`config.mk`:
```
export PLATFORM = sky130hd
export DESIGN_NAME = link_handshake_heartbeat_fsm_unit
export DESIGN_NICKNAME = d
export VERILOG_FILES = /design/src/hdl/lhhb_pkg.sv /design/src/hdl/link_handshake_heartbeat_fsm_unit.sv
export SDC_FILE = /design/constraint.sdc
export NUM_CORES = 1
export LEC_CHECK = 0
export BUFFER_PORTS_ARGS = -buffer_cell sky130_fd_sc_hd__buf_2
export CAP_MARGIN = 20
export CORE_MARGIN = 5
export CORE_UTILIZATION = 40
export CTS_CLUSTER_DIAMETER = 200
export DETAILED_ROUTE_END_ITERATION = 8
export PLACE_DENSITY = 0.62
export SLEW_MARGIN = 30
export SYNTH_ARGS = -nofsm -noshare
export SYNTH_HDL_FRONTEND = slang
export SYNTH_SLANG_ARGS = --single-unit
```
`constraint.sdc`:
```
create_clock -name clk -period 7.45 [get_ports clk]
set_clock_uncertainty 0.15 [all_clocks]
set_input_delay 0.745 -clock clk [delete_from_list [all_inputs] [get_ports clk]]
set_output_delay 0.745 -clock clk [all_outputs]
set_load 0.05 [all_outputs]
```
`src/hdl/lhhb_pkg.sv`:
```
`timescale 1ns / 1ps

package lhhb_pkg;

  // session states
  typedef enum logic [1:0] {
    LINK_DISC = 2'd0,
    LINK_WAIT = 2'd1,
    LINK_CONN = 2'd2
  } link_state_t;

  // request codes
  typedef enum logic [3:0] {
    REQ_CONNECT   = 4'd0,
    REQ_HANDSHAKE = 4'd1,
    REQ_TEXT      = 4'd2,
    REQ_ACK       = 4'd3,
    REQ_PING      = 4'd4,
    REQ_PONG      = 4'd5,
    REQ_TICK      = 4'd6,
    REQ_LINK_ERR  = 4'd7,
    REQ_LOCAL_DISC = 4'd8,
    REQ_SEND      = 4'd9
  } req_t;

  // action codes
  typedef enum logic [3:0] {
    ACT_STATE      = 4'd0,
    ACT_SEND_HS    = 4'd1,
    ACT_SEND_ACK   = 4'd2,
    ACT_SEND_PONG  = 4'd3,
    ACT_SEND_PING  = 4'd4,
    ACT_DELIVER    = 4'd5,
    ACT_REPORT_ACK = 4'd6,
    ACT_SEND_TEXT  = 4'd7,
    ACT_REFUSED    = 4'd8,
    ACT_NOTICE     = 4'd9
  } action_t;

  // disconnect reasons
  typedef enum logic [1:0] {
    RSN_NONE       = 2'd0,
    RSN_LINK_ERROR = 2'd1,
    RSN_HS_TIMEOUT = 2'd2,
    RSN_HB_TIMEOUT = 2'd3
  } reason_t;

  // one result beat
  typedef struct packed {
    action_t     action;
    logic [31:0] msg_id;
    link_state_t link_state;
    reason_t     reason;
  } beat_t;

  // register map, word index
  typedef enum logic [1:0] {
    REG_HS_TIMEOUT   = 2'd0,
    REG_PING_INTERVAL = 2'd1,
    REG_PONG_TIMEOUT = 2'd2
  } reg_idx_t;

  localparam int unsigned TimerWidth = 16;
  localparam int unsigned MaxBeats   = 3;
  localparam int unsigned CntWidth   = $clog2(MaxBeats + 1);

  localparam logic [TimerWidth-1:0] HsTimeoutReset   = 16'd10;
  localparam logic [TimerWidth-1:0] PingIntervalReset = 16'd30;
  localparam logic [TimerWidth-1:0] PongTimeoutReset = 16'd10;

  // a zero setting still arms the timer so it fires on the next tick
  function automatic logic [TimerWidth-1:0] arm_count(input logic [TimerWidth-1:0] v);
    return (v == '0) ? TimerWidth'(1) : v;
  endfunction

  function automatic beat_t mk_beat(input action_t act, input logic [31:0] id,
                                    input link_state_t st, input reason_t rsn);
    beat_t b;
    b.action     = act;
    b.msg_id     = id;
    b.link_state = st;
    b.reason     = rsn;
    return b;
  endfunction

endpackage

```
`src/hdl/link_handshake_heartbeat_fsm_unit.sv`:
```
`timescale 1ns / 1ps

// Link-session controller with heartbeat supervision. The session moves
// between disconnected, awaiting handshake and connected; each request beat
// (connect, handshake, text, ack, ping, pong, tick, link error, local
// disconnect, send request) is decoded combinationally against the
// session state and the three tick timers, and produces zero to three result
// beats that go into a three-entry result buffer, the final one flagged by
// last. Rate: a request is taken every cycle as long as the result buffer is
// empty or holds only one beat that is leaving in this cycle; the buffer
// drains one beat per cycle unless the receiver stalls, so a request with
// several result beats holds off the next until they drain, and requests with
// zero or one result run at one per cycle. Requests that do nothing in the
// current state (and unknown codes 10 to 15) give no result beat. The three
// timeout registers sit on an APB port at byte addresses 0, 4 and 8 and are
// meant to be written only while the block is idle.
module link_handshake_heartbeat_fsm_unit
  import lhhb_pkg::*;
(
  input  logic        clk,
  input  logic        rst,
  // request channel
  input  logic        req_valid,
  output logic        req_stall,
  input  logic [3:0]  req_type,
  input  logic        initiator,
  input  logic [31:0] msg_id,
  // result channel
  output logic        res_valid,
  input  logic        res_stall,
  output logic [3:0]  action,
  output logic [31:0] msg_id_res,
  output logic [1:0]  link_state,
  output logic [1:0]  disconnect_reason,
  output logic        last,
  // configuration port
  input  logic        psel,
  input  logic        penable,
  input  logic        pwrite,
  input  logic [3:0]  paddr,
  input  logic [31:0] pwdata,
  output logic [31:0] prdata,
  output logic        pready
);

  // configuration registers
  logic [TimerWidth-1:0] hs_timeout;
  logic [TimerWidth-1:0] ping_interval;
  logic [TimerWidth-1:0] pong_timeout;

  // session state and timers
  link_state_t           session_state, session_state_next;
  logic                  initiator_flag, initiator_flag_next;
  logic [TimerWidth-1:0] hs_left, hs_left_next;
  logic [TimerWidth-1:0] ping_left, ping_left_next;
  logic [TimerWidth-1:0] pong_left, pong_left_next;

  // result buffer, slot 0 is the head
  beat_t                beats [MaxBeats];
  logic [CntWidth-1:0]  beat_cnt;

  beat_t                new_beats [MaxBeats];
  logic [CntWidth-1:0]  new_cnt;

  logic accept, pop, cfg_write;
  logic hs_fire, ping_fire, pong_fire;
  logic [TimerWidth-1:0] hs_dec, ping_dec, pong_dec;
  beat_t idle_beat;

  // ------------------------------------------------------------------
  // configuration port
  // ------------------------------------------------------------------
  assign pready    = 1'b1;
  assign cfg_write = psel && penable && pwrite && pready;

  always_ff @(posedge clk) begin
    if (rst) begin
      hs_timeout    <= HsTimeoutReset;
      ping_interval <= PingIntervalReset;
      pong_timeout  <= PongTimeoutReset;
    end else if (cfg_write) begin
      unique case (reg_idx_t'(paddr[3:2]))
        REG_HS_TIMEOUT:    hs_timeout    <= pwdata[TimerWidth-1:0];
        REG_PING_INTERVAL: ping_interval <= pwdata[TimerWidth-1:0];
        REG_PONG_TIMEOUT:  pong_timeout  <= pwdata[TimerWidth-1:0];
        default: ;  // writes past the register list are dropped
      endcase
    end
  end

  always_comb begin
    unique case (reg_idx_t'(paddr[3:2]))
      REG_HS_TIMEOUT:    prdata = {16'd0, hs_timeout};
      REG_PING_INTERVAL: prdata = {16'd0, ping_interval};
      REG_PONG_TIMEOUT:  prdata = {16'd0, pong_timeout};
      default:           prdata = 32'd0;
    endcase
  end

  // ------------------------------------------------------------------
  // handshakes
  // ------------------------------------------------------------------
  // a new request may enter once the buffer holds at most the beat that
  // is leaving in this cycle
  assign req_stall = (beat_cnt > CntWidth'(1)) ||
                     ((beat_cnt == CntWidth'(1)) && res_stall);
  assign accept    = req_valid && !req_stall;
  assign res_valid = (beat_cnt != '0);
  assign pop       = res_valid && !res_stall;

  // ------------------------------------------------------------------
  // timers: an armed timer counts down per tick and fires on reaching zero
  // ------------------------------------------------------------------
  assign hs_fire   = (hs_left == TimerWidth'(1));
  assign ping_fire = (ping_left == TimerWidth'(1));
  assign pong_fire = (pong_left == TimerWidth'(1));
  assign hs_dec    = (hs_left != '0) ? hs_left - TimerWidth'(1) : hs_left;
  assign ping_dec  = (ping_left != '0) ? ping_left - TimerWidth'(1) : ping_left;
  assign pong_dec  = (pong_left != '0) ? pong_left - TimerWidth'(1) : pong_left;

  assign idle_beat = mk_beat(ACT_STATE, 32'd0, LINK_DISC, RSN_NONE);

  // ------------------------------------------------------------------
  // session decode: next state and the result beats of this request
  // ------------------------------------------------------------------
  always_comb begin
    session_state_next  = session_state;
    initiator_flag_next = initiator_flag;
    hs_left_next        = hs_left;
    ping_left_next      = ping_left;
    pong_left_next      = pong_left;
    new_beats[0]        = idle_beat;
    new_beats[1]        = idle_beat;
    new_beats[2]        = idle_beat;
    new_cnt             = '0;

    unique case (req_t'(req_type))
      REQ_CONNECT: begin
        // tear down an existing session without a notice, then wait for handshake
        initiator_flag_next = initiator;
        session_state_next  = LINK_WAIT;
        hs_left_next        = arm_count(hs_timeout);
        ping_left_next      = '0;
        pong_left_next      = '0;
        if (session_state != LINK_DISC) begin
          new_beats[0] = mk_beat(ACT_STATE, 32'd0, LINK_DISC, RSN_NONE);
          new_beats[1] = mk_beat(ACT_STATE, 32'd0, LINK_WAIT, RSN_NONE);
          new_beats[2] = mk_beat(ACT_SEND_HS, 32'd0, LINK_WAIT, RSN_NONE);
          new_cnt      = initiator ? CntWidth'(3) : CntWidth'(2);
        end else begin
          new_beats[0] = mk_beat(ACT_STATE, 32'd0, LINK_WAIT, RSN_NONE);
          new_beats[1] = mk_beat(ACT_SEND_HS, 32'd0, LINK_WAIT, RSN_NONE);
          new_cnt      = initiator ? CntWidth'(2) : CntWidth'(1);
        end
      end
      REQ_HANDSHAKE: begin
        if (session_state == LINK_WAIT) begin
          session_state_next = LINK_CONN;
          hs_left_next       = '0;
          ping_left_next     = arm_count(ping_interval);
          // the responder answers with its own handshake first
          if (!initiator_flag) begin
            new_beats[0] = mk_beat(ACT_SEND_HS, 32'd0, LINK_WAIT, RSN_NONE);
            new_beats[1] = mk_beat(ACT_STATE, 32'd0, LINK_CONN, RSN_NONE);
            new_cnt      = CntWidth'(2);
          end else begin
            new_beats[0] = mk_beat(ACT_STATE, 32'd0, LINK_CONN, RSN_NONE);
            new_cnt      = CntWidth'(1);
          end
        end
      end
      REQ_TEXT: begin
        if (session_state == LINK_CONN) begin
          new_beats[0] = mk_beat(ACT_SEND_ACK, msg_id, LINK_CONN, RSN_NONE);
          new_beats[1] = mk_beat(ACT_DELIVER, msg_id, LINK_CONN, RSN_NONE);
          new_cnt      = CntWidth'(2);
        end
      end
      REQ_ACK: begin
        if (session_state == LINK_CONN) begin
          new_beats[0] = mk_beat(ACT_REPORT_ACK, msg_id, LINK_CONN, RSN_NONE);
          new_cnt      = CntWidth'(1);
        end
      end
      REQ_PING: begin
        if (session_state == LINK_CONN) begin
          new_beats[0] = mk_beat(ACT_SEND_PONG, 32'd0, LINK_CONN, RSN_NONE);
          new_cnt      = CntWidth'(1);
        end
      end
      REQ_PONG: begin
        if (session_state == LINK_CONN) begin
          pong_left_next = '0;
        end
      end
      REQ_TICK: begin
        if (hs_fire && (session_state == LINK_WAIT)) begin
          // handshake never arrived
          session_state_next = LINK_DISC;
          hs_left_next       = '0;
          ping_left_next     = '0;
          pong_left_next     = '0;
          new_beats[0] = mk_beat(ACT_STATE, 32'd0, LINK_DISC, RSN_NONE);
          new_beats[1] = mk_beat(ACT_NOTICE, 32'd0, LINK_DISC, RSN_HS_TIMEOUT);
          new_cnt      = CntWidth'(2);
        end else if (pong_fire && (session_state == LINK_CONN)) begin
          // missed pong wins over a ping due on the same tick
          session_state_next = LINK_DISC;
          hs_left_next       = '0;
          ping_left_next     = '0;
          pong_left_next     = '0;
          new_beats[0] = mk_beat(ACT_STATE, 32'd0, LINK_DISC, RSN_NONE);
          new_beats[1] = mk_beat(ACT_NOTICE, 32'd0, LINK_DISC, RSN_HB_TIMEOUT);
          new_cnt      = CntWidth'(2);
        end else if (ping_fire && (session_state == LINK_CONN)) begin
          hs_left_next   = hs_dec;
          ping_left_next = arm_count(ping_interval);
          pong_left_next = arm_count(pong_timeout);
          new_beats[0]   = mk_beat(ACT_SEND_PING, 32'd0, LINK_CONN, RSN_NONE);
          new_cnt        = CntWidth'(1);
        end else begin
          hs_left_next   = hs_dec;
          ping_left_next = ping_dec;
          pong_left_next = pong_dec;
        end
      end
      REQ_LINK_ERR: begin
        hs_left_next   = '0;
        ping_left_next = '0;
        pong_left_next = '0;
        if (session_state != LINK_DISC) begin
          session_state_next = LINK_DISC;
          new_beats[0] = mk_beat(ACT_STATE, 32'd0, LINK_DISC, RSN_NONE);
          new_beats[1] = mk_beat(ACT_NOTICE, 32'd0, LINK_DISC, RSN_LINK_ERROR);
          new_cnt      = CntWidth'(2);
        end
      end
      REQ_LOCAL_DISC: begin
        hs_left_next   = '0;
        ping_left_next = '0;
        pong_left_next = '0;
        if (session_state != LINK_DISC) begin
          session_state_next = LINK_DISC;
          new_beats[0] = mk_beat(ACT_STATE, 32'd0, LINK_DISC, RSN_NONE);
          new_cnt      = CntWidth'(1);
        end
      end
      REQ_SEND: begin
        new_beats[0] = mk_beat((session_state == LINK_CONN) ? ACT_SEND_TEXT : ACT_REFUSED,
                               32'd0, session_state, RSN_NONE);
        new_cnt      = CntWidth'(1);
      end
      default: ;  // unknown request codes are ignored
    endcase
  end

  // session state register
  always_ff @(posedge clk) begin
    if (rst) begin
      session_state  <= LINK_DISC;
      initiator_flag <= 1'b0;
      hs_left        <= '0;
      ping_left      <= '0;
      pong_left      <= '0;
    end else if (accept) begin
      session_state  <= session_state_next;
      initiator_flag <= initiator_flag_next;
      hs_left        <= hs_left_next;
      ping_left      <= ping_left_next;
      pong_left      <= pong_left_next;
    end
  end

  // ------------------------------------------------------------------
  // result buffer: loads a whole request's beats, shifts out one per pop
  // ------------------------------------------------------------------
  always_ff @(posedge clk) begin
    if (rst) begin
      beat_cnt <= '0;
    end else if (accept) begin
      beat_cnt <= new_cnt;
    end else if (pop) begin
      beat_cnt <= beat_cnt - CntWidth'(1);
    end
  end

  always_ff @(posedge clk) begin
    if (accept) begin
      beats[0] <= new_beats[0];
      beats[1] <= new_beats[1];
      beats[2] <= new_beats[2];
    end else if (pop) begin
      beats[0] <= beats[1];
      beats[1] <= beats[2];
    end
  end

  assign action            = beats[0].action;
  assign msg_id_res        = beats[0].msg_id;
  assign link_state        = beats[0].link_state;
  assign disconnect_reason = beats[0].reason;
  assign last              = (beat_cnt == CntWidth'(1));

endmodule

```
==> flow_summary.html, run 1 <==
<table>
<tr><th>Metric</th><th>Value</th></tr>
<tr><th colspan="2">Min path</th></tr>
<tr><td>WHS Endpoint</td><td>initiator_flag</td></tr>
<tr><td>Startpoint of the most critical hold path</td><td>initiator_flag</td></tr>
<tr><td>Worst hold path class</td><td>flop to flop</td></tr>
<tr><td>Number of cells traversed by the worst hold path</td><td>2</td></tr>
<tr><th colspan="2">Layout</th></tr>
<tr><td>Synthesis-to-layout area growth</td><td>11.5%</td></tr>
<tr><td>Final Net Count</td><td>1222</td></tr>
<tr><td>Filler cell count in the final layout</td><td>2388</td></tr>
<tr><td>Share of cells above drive strength 1</td><td>17.0%</td></tr>
<tr><td>Antenna cell count</td><td>0</td></tr>
<tr><td>Fraction of the core area covered by cells at the end of the flow</td><td>44.9%</td></tr>
<tr><th colspan="2">Synth</th></tr>
<tr><td>Share of synthesized registers carrying an async set or reset</td><td>0%</td></tr>
<tr><td>Most area-consuming cells after synthesis</td><td>edfxtp_1, dfxtp_1, nand2_1</td></tr>
<tr><td>Avg Synthesized Cell Area</td><td>8.94 um^2</td></tr>
<tr><td>Count of unique library cells instantiated by Yosys</td><td>71</td></tr>
<tr><td>Post-synth EDFFs</td><td>80</td></tr>
<tr><td>Share of Yosys cell area claimed by the top area cell type</td><td>24.7%</td></tr>
<tr><td>Top cell types by occurrence after synthesis</td><td>nand2_1, dfxtp_1, a21oi_1, edfxtp_1, nor2_1</td></tr>
<tr><td>Largest area contributor in the synthesized netlist</td><td>edfxtp_1</td></tr>
<tr><td>Main flop type after synthesis</td><td>dfxtp_1</td></tr>
<tr><td>Most repeated cell in the gate-level netlist after synthesis</td><td>nand2_1</td></tr>
<tr><td>Cell area after synthesis</td><td>9720 um^2</td></tr>
<tr><td>Post-synthesis instance total</td><td>1087</td></tr>
<tr><td>Synth Warn #</td><td>0</td></tr>
<tr><td>Sequential area share after synthesis</td><td>45.5%</td></tr>
<tr><td>Number of flip-flops and latches in the synthesized netlist</td><td>181</td></tr>
<tr><th colspan="2">Clocking</th></tr>
<tr><td>CTS tree</td><td>yes</td></tr>
<tr><td>CTS root buffer</td><td>clkbuf_16</td></tr>
<tr><td>PostCTS Resize Cnt</td><td>0</td></tr>
<tr><td># hold bufs at CTS</td><td>0</td></tr>
<tr><td>H-tree depth reported by CTS</td><td>4</td></tr>
<tr><td>Number of CTS-inserted buffers</td><td>17</td></tr>
<tr><td>Post-CTS clock slew at the launch and capture registers of the worst setup and hold paths</td><td>0.07 ns</td></tr>
<tr><td>Number of buffers added for setup after CTS</td><td>0</td></tr>
<tr><td>Sinks on Clock Net</td><td>~180</td></tr>
<tr><td>Clock Tree Buf Depth</td><td>2</td></tr>
<tr><td>Worst-skew pair later-pin latency</td><td>0.44 ns</td></tr>
<tr><th colspan="2">Setup path</th></tr>
<tr><td>Register-to-register setup slack</td><td>4.08 ns</td></tr>
<tr><td>Category of the critical setup timing path</td><td>flop to flop</td></tr>
<tr><td>Cell depth of the worst flop-to-flop path</td><td>7</td></tr>
<tr><td>Buffer and inverter count on the worst path</td><td>1</td></tr>
<tr><td>Ordered cell list for the critical path</td><td>nor4_2 &gt; nand4_1 &gt; nor2_1 &gt; nor2_1 &gt; buf_4 &gt; a32o_1 &gt; a32o_1</td></tr>
<tr><td>Arrival time at the worst endpoint</td><td>3.54 ns</td></tr>
<tr><td>Critical register-to-register path endpoint</td><td>hs_left[2]</td></tr>
<tr><td>Critical path's top delay family</td><td>simple AND/OR/NAND/NOR gates</td></tr>
<tr><td>Worst path required time</td><td>7.62 ns</td></tr>
<tr><td>Launch point of the worst reg-to-reg path</td><td>hs_left[2]</td></tr>
<tr><td>Setup crit start kind</td><td>flop</td></tr>
<tr><td>CP max-delay cell</td><td>nor2_1</td></tr>
<tr><td>Delay of the slowest cell on the worst path</td><td>0.75 ns</td></tr>
<tr><td>Maximum fanout count along the critical path</td><td>11</td></tr>
<tr><td>Critical path capture point type</td><td>flop</td></tr>
<tr><th colspan="2">Die</th></tr>
<tr><td>Top-level I/O count</td><td>about 160</td></tr>
<tr><td>Die outline height</td><td>approximately 170 um</td></tr>
<tr><td>Floorplan row count</td><td>57</td></tr>
<tr><td>Initial standard-cell utilization of the core</td><td>40.3%</td></tr>
<tr><td>DIE AREA</td><td>around 28000 um^2</td></tr>
<tr><td>Core outline area</td><td>~24000 um^2</td></tr>
<tr><td>Chip width</td><td>166 um</td></tr>
<tr><th colspan="2">Detailed routing</th></tr>
<tr><td>Sum of routed wire segments on met1</td><td>12400 um</td></tr>
<tr><td>Remaining DRCs</td><td>0</td></tr>
<tr><td>Detailed-route via count</td><td>8383</td></tr>
<tr><td>Average wire per standard cell</td><td>18.3 um</td></tr>
<tr><td>Highest routed metal layer</td><td>met4</td></tr>
<tr><td>First-pass DRT Iterations</td><td>6</td></tr>
<tr><td>Total met3 wirelength after detailed routing</td><td>2020 um</td></tr>
<tr><td>DRC marker count from the first detailed-route iteration</td><td>approximately 870</td></tr>
<tr><td>Total routed wirelength</td><td>26800 um</td></tr>
<tr><td>ANT nets after route</td><td>0</td></tr>
<tr><td>Average via count per standard cell</td><td>5.71</td></tr>
<tr><td>Met2 Wirelength</td><td>about 12000 um</td></tr>
<tr><th colspan="2">Power and ir drop</th></tr>
<tr><td>Max VDD drop</td><td>about 0.13 mV</td></tr>
<tr><td>Total power of the final layout</td><td>2.36 mW</td></tr>
<tr><td>Leak pwr</td><td>4.25 nW</td></tr>
<tr><td>Power per cell area</td><td>218 nW/um^2</td></tr>
<tr><th colspan="2">STA</th></tr>
<tr><td>Worst slew margin</td><td>40.0%</td></tr>
<tr><td>Crit path time final</td><td>~3.4 ns</td></tr>
<tr><td>Number of setup violations in the final report</td><td>0</td></tr>
<tr><td>Share of the clock period used by the worst path</td><td>a little under half</td></tr>
<tr><td>Setup TNS</td><td>0 ns</td></tr>
<tr><td>Final max-slew violation count</td><td>0</td></tr>
<tr><td>Total count of hold-check failures in the final report</td><td>0</td></tr>
<tr><td>Timing-limited maximum frequency</td><td>297 MHz</td></tr>
<tr><td>Unrepaired setup endpoints after global routing</td><td>no</td></tr>
<tr><td>Slew at the pin closest to its max-slew limit</td><td>approximately 0.9 ns</td></tr>
<tr><th colspan="2">Place</th></tr>
<tr><td>Count of input and output buffers</td><td>120</td></tr>
<tr><td>Weighted congestion reported at the end of routability-driven placement</td><td>0.923</td></tr>
<tr><td>DPL Wire Length</td><td>18400 um</td></tr>
<tr><th colspan="2">GRT</th></tr>
<tr><td>Tot GR Track Use</td><td>about 19%</td></tr>
<tr><td>Total gr overflow</td><td>0</td></tr>
<tr><td>Vias in the first global route</td><td>7818</td></tr>
<tr><td>Antenna violations before repair</td><td>0</td></tr>
<tr><td>First-pass GRT wire length</td><td>42500 um</td></tr>
<tr><td>Pin count of the biggest net entering global routing</td><td>77</td></tr>
<tr><th colspan="2">Run status</th></tr>
<tr><td>Result of the run</td><td>completed</td></tr>
<tr><th colspan="2">Job</th></tr>
<tr><td>Max-capacitance violation count</td><td>0</td></tr>
</table>
## layer usage
metal  global-route usage (%)  up-vias
li1                         -     4021
met1                     27.0     3979
met2                     28.1      349
met3                     3.95       34
met4                     5.13        0
met5                        0        -
## stage by stage
stage / std cells / worst slack (ns) / instance area (um^2) / hold WS (ns)
after floorplan: 1102 / 0.374 / 9780 / 0.299
after global placement: 1435 / 3.86 / 10200 / 0.316
after detailed placement: 1435 / 4.04 / 10200 / 0.319
after CTS: 1467 / 4.00 / 10800 / 0.328
after global routing: 1468 / 3.95 / 10800 / 0.352
final: 1468 / 4.08 / 10800 / 0.330
## registers in the layout, indices dropped and copies added (netlist names)
name and count:
beat_cnt 2, beats 80, hs_left 16, hs_timeout 16, initiator_flag 1, ping_interval 16
ping_left 16, pong_left 16, pong_timeout 16, session_state 2
## cells in the final DEF (no fill, tap or decap), types with 5 or more instances in the layout
master	n
a211oi_1	6
a21oi_1	82
a221oi_1	6
a22oi_1	8
a32o_1	40
a32oi_1	7
and2_1	9
and3_1	36
buf_2	120
buf_4	14
clkbuf_16	17
conb_1	17
dfxtp_1	101
edfxtp_1	80
ha_1	11
inv_1	23
inv_8	5
mux2i_1	19
nand2_1	178
nand3_1	27
nand4_1	11
nor2_1	75
nor3_1	23
nor4_1	21
o211ai_1	8
o21ai_0	50
o22ai_1	7
o31ai_1	7
o32ai_1	7
or2_2	6
or3_1	5
or4_1	8
xnor2_1	10
xor2_1	12
## area by class of cell
class                           count  area (um^2)  area share [%]
Multi-Input combinational cell    772         4600            42.5
Sequential cell                   181         4420            40.8
Tap cell                          324          405            3.74
Timing Repair Buffer              135          721            6.65
Clock inverter                     15          168            1.55
Inverter                           24         90.1           0.832
Clock buffer                       17          425            3.93
## power breakdown
| group | switching, mW | total, mW | leakage [nW] | internal (mW) |
|---|---|---|---|---|
| Sequential | 0.0220 | 1.10 | 1.64 | 1.08 |
| Combinational | 0.259 | 0.357 | 2.32 | 0.0984 |
| Clock | 0.452 | 0.905 | 0.287 | 0.453 |
## worst max path at each step
stage	endpoint	cells past startpoint	slack [ns]	startpoint
6_report	hs_left[2]	7	4.08	hs_left[2]
5_1_grt	hs_left[3]	7	3.95	pong_left[4]
4_1_cts	prdata[1]	5	4.00	paddr[2]
3_5_place_dp	prdata[10]	5	4.04	paddr[2]
3_3_place_gp	hs_left[2]	7	3.86	pong_left[4]
2_1_floorplan	beats[0][0]	1	0.37	res_stall
## worst reg2reg max path, stage by stage, from the launching register on
cell and delay (ns):
dfxtp_1 0.35, nor4_2 0.67, nand4_1 0.20, nor2_1 0.75
nor2_1 0.38, buf_4 0.30, a32o_1 0.27, a32o_1 0.20
## cell families (layout without fill, tap and decap cells)
kind of cell	after synthesis	in the layout	share of synthesized area, %
flops	181	181	45.5
mux	19	19	1.96
other cells	2	17	0.0773
xor+xnor	22	22	1.98
simple gates	433	433	21.7
compound gates	270	270	19.2
fa+ha+maj	11	11	1.42
buf+inv	149	191	8.19
Note: power is estimated with default switching activity, not from simulation.
==> inputs of run 2 (changes only) <==
Clock period 7.45 ns to 2.8 ns, I/O delays scaled along.
==> flow_summary.html, run 2 (synthesis gave the netlist of run 1 again) <==
<table>
<tr><th>Metric</th><th>Value</th></tr>
<tr><th colspan="2">Layout</th></tr>
<tr><td>Fraction of the core area covered by cells at the end of the flow</td><td>47.5%</td></tr>
<tr><td>Synthesis-to-layout area growth</td><td>17.8%</td></tr>
<tr><td>Flip-flop count of the largest register after layout</td><td>80</td></tr>
<tr><td>Top library cells by usage in the layout, fill and taps aside</td><td>nand2_1, buf_2, dfxtp_1</td></tr>
<tr><td>Multi-input logic area</td><td>4620 um^2</td></tr>
<tr><td>Filler cell count in the final layout</td><td>2377</td></tr>
<tr><td>Register with the most flip-flops</td><td>beats</td></tr>
<tr><td>Sequential Area</td><td>4420 um^2</td></tr>
<tr><td>Final Net Count</td><td>1288</td></tr>
<tr><td>Commonest non-fill, non-tap cell in the layout</td><td>nand2_1</td></tr>
<tr><td>Antenna cell count</td><td>0</td></tr>
<tr><td>Layout Cells excl Fill</td><td>1534</td></tr>
<tr><td>Share of cells above drive strength 1</td><td>19.6%</td></tr>
<tr><td>Cell area after layout</td><td>~11000 um^2</td></tr>
<tr><th colspan="2">Detailed routing</th></tr>
<tr><td>Average via count per standard cell</td><td>5.66</td></tr>
<tr><td>ANT nets after route</td><td>0</td></tr>
<tr><td>Average wire per standard cell</td><td>18.2 um</td></tr>
<tr><td>First-pass DRT Iterations</td><td>7</td></tr>
<tr><td>DRC marker count from the first detailed-route iteration</td><td>982</td></tr>
<tr><td>Total routed wirelength</td><td>28000 um</td></tr>
<tr><td>Detailed-route via count</td><td>approximately 8700</td></tr>
<tr><td>Remaining DRCs</td><td>0</td></tr>
<tr><th colspan="2">Setup path</th></tr>
<tr><td>Critical path's top delay family</td><td>simple AND/OR/NAND/NOR gates</td></tr>
<tr><td>Arrival time at the worst endpoint</td><td>2.86 ns</td></tr>
<tr><td>Maximum fanout count along the critical path</td><td>11</td></tr>
<tr><td>Register-to-register setup slack</td><td>between 0.15 and 0.2 ns</td></tr>
<tr><td>Ordered cell list for the critical path</td><td>nor4_2 &gt; nand4_4 &gt; buf_4 &gt; o21ai_1 &gt; buf_4 &gt; o31a_1 &gt; and2_1 &gt; a32o_1</td></tr>
<tr><td>Delay of the slowest cell on the worst path</td><td>between 0.4 and 0.5 ns</td></tr>
<tr><td>Buffer and inverter count on the worst path</td><td>2</td></tr>
<tr><td>Critical path capture point type</td><td>flop</td></tr>
<tr><td>Critical path origin</td><td>pong_left[10]</td></tr>
<tr><td>Most prevalent standard cell on the critical path</td><td>buf_4</td></tr>
<tr><td>Launch point of the worst reg-to-reg path</td><td>pong_left[10]</td></tr>
<tr><td>Category of the critical setup timing path</td><td>flop to flop</td></tr>
<tr><td>Setup crit start kind</td><td>flop</td></tr>
<tr><td>Worst path required time</td><td>3.03 ns</td></tr>
<tr><td>CP max-delay cell</td><td>nor4_2</td></tr>
<tr><th colspan="2">Clocking</th></tr>
<tr><td>Sinks on Clock Net</td><td>181</td></tr>
<tr><td>CTS tree</td><td>yes</td></tr>
<tr><td>Clock Tree Buf Depth</td><td>2</td></tr>
<tr><td>CTS root buffer</td><td>clkbuf_16</td></tr>
<tr><td>Post-CTS clock slew at the launch and capture registers of the worst setup and hold paths</td><td>0.07 ns</td></tr>
<tr><td>H-tree depth reported by CTS</td><td>4</td></tr>
<tr><td>Number of buffers added for setup after CTS</td><td>0</td></tr>
<tr><td>Number of CTS-inserted buffers</td><td>17</td></tr>
<tr><td>Worst-skew pair later-pin latency</td><td>approximately 0.44 ns</td></tr>
<tr><th colspan="2">Place</th></tr>
<tr><td>Weighted congestion reported at the end of routability-driven placement</td><td>between 0.9 and 1</td></tr>
<tr><td>DPL Wire Length</td><td>19700 um</td></tr>
<tr><td>Inst Count DP</td><td>about 1500</td></tr>
<tr><td>Post-place instance area</td><td>10600 um^2</td></tr>
<tr><td>Count of input and output buffers</td><td>120</td></tr>
<tr><td>Setup Slack @ Placement</td><td>0.0384 ns</td></tr>
<tr><th colspan="2">STA</th></tr>
<tr><td>Setup TNS</td><td>0 ns</td></tr>
<tr><td>Worst hold-check slack</td><td>0.0199 ns</td></tr>
<tr><td>Worst slew margin</td><td>53.9%</td></tr>
<tr><td>Final setup slack of the worst path</td><td>between 0.15 and 0.2 ns</td></tr>
<tr><td>Share of the clock period used by the worst path</td><td>93.8%</td></tr>
<tr><td>Final max-slew violation count</td><td>0</td></tr>
<tr><td>Unrepaired setup endpoints after global routing</td><td>no</td></tr>
<tr><td>Number of setup violations in the final report</td><td>0</td></tr>
<tr><td>Crit path time final</td><td>2.63 ns</td></tr>
<tr><td>Slew at the pin closest to its max-slew limit</td><td>0.689 ns</td></tr>
<tr><td>Total count of hold-check failures in the final report</td><td>0</td></tr>
<tr><td>Timing-limited maximum frequency</td><td>around 380 MHz</td></tr>
<tr><th colspan="2">Die</th></tr>
<tr><td>Chip width</td><td>166 um</td></tr>
<tr><td>Die outline height</td><td>166 um</td></tr>
<tr><td>Core outline area</td><td>roughly 24000 um^2</td></tr>
<tr><td>DIE AREA</td><td>27500 um^2</td></tr>
<tr><td>Floorplan row count</td><td>57</td></tr>
<tr><td>Top-level I/O count</td><td>156</td></tr>
<tr><td>Initial standard-cell utilization of the core</td><td>between 40% and 50%</td></tr>
<tr><th colspan="2">GRT</th></tr>
<tr><td>Antenna violations before repair</td><td>0</td></tr>
<tr><td>Vias in the first global route</td><td>8257</td></tr>
<tr><td>Total gr overflow</td><td>0</td></tr>
<tr><td>Tot GR Track Use</td><td>20.0%</td></tr>
<tr><td>First-pass GRT wire length</td><td>45200 um</td></tr>
<tr><td>Pin count of the biggest net entering global routing</td><td>66</td></tr>
<tr><th colspan="2">Min path</th></tr>
<tr><td>Worst hold path class</td><td>input pin to flop</td></tr>
<tr><td>Startpoint of the most critical hold path</td><td>msg_id[25]</td></tr>
<tr><th colspan="2">Job</th></tr>
<tr><td>Max-capacitance violation count</td><td>0</td></tr>
<tr><th colspan="2">Power and ir drop</th></tr>
<tr><td>Power per cell area</td><td>554 nW/um^2</td></tr>
<tr><td>Leak pwr</td><td>between 4 and 5 nW</td></tr>
<tr><td>Max VDD drop</td><td>0.350 mV</td></tr>
<tr><td>Total power of the final layout</td><td>6.35 mW</td></tr>
<tr><th colspan="2">Run status</th></tr>
<tr><td>Result of the run</td><td>completed</td></tr>
</table>
## run 2: changes by cell type in the layout (fill, tap and decap cells not counted), moves of 4 or more
cell,change
buf_12,+4
o21ai_0,-10
o21ai_1,+11
buf_4,+36
dlygate4sd3_1,+27
## run 2: worst paths after layout
check,to,cells past startpoint
max,hs_left[13],8
min,beats[0][69],2
max reg2reg,hs_left[13],8
min reg2reg,initiator_flag,2
## run 2: layer usage
layer | global-route usage [%] | up-vias | part of all wire [%]
met5 | 0 | - | 0
met4 | 6.92 | 0 | 2.8
met3 | 4.02 | 54 | 6.4
met2 | 30.1 | 343 | 44
met1 | 28.7 | 4141 | 47
li1 | - | 4140 | -
## run 2: cell type report
| class | count | area share, % |
|---|---|---|
| Clock buffer | 17 | 3.72 |
| Clock inverter | 15 | 1.38 |
| Inverter | 24 | 0.787 |
| Multi-Input combinational cell | 772 | 40.3 |
| Sequential cell | 181 | 38.7 |
| Tap cell | 324 | 3.54 |
| Timing Repair Buffer | 201 | 11.6 |
## run 2: repair_timing
action                                  4_1_cts  5_1_grt
endpoints found under the setup margin        0       19
resized for setup                             0        7
hold buffers                                 27        0
endpoints found under the hold margin        63        0
## run 2: power by group
group          switching (mW)  leakage, nW  internal, mW  total [mW]
logic                   0.710         2.65         0.332        1.04
clock network            1.18        0.285          1.20        2.38
registers              0.0595         1.64          2.86        2.92
## run 2: worst register-to-register path, delay by kind of cell, from the launching register on
family          cells  cell delay [ns]
simple gates        3             0.98
flops               1             0.35
buf+inv             2             0.46
compound gates      3             0.63
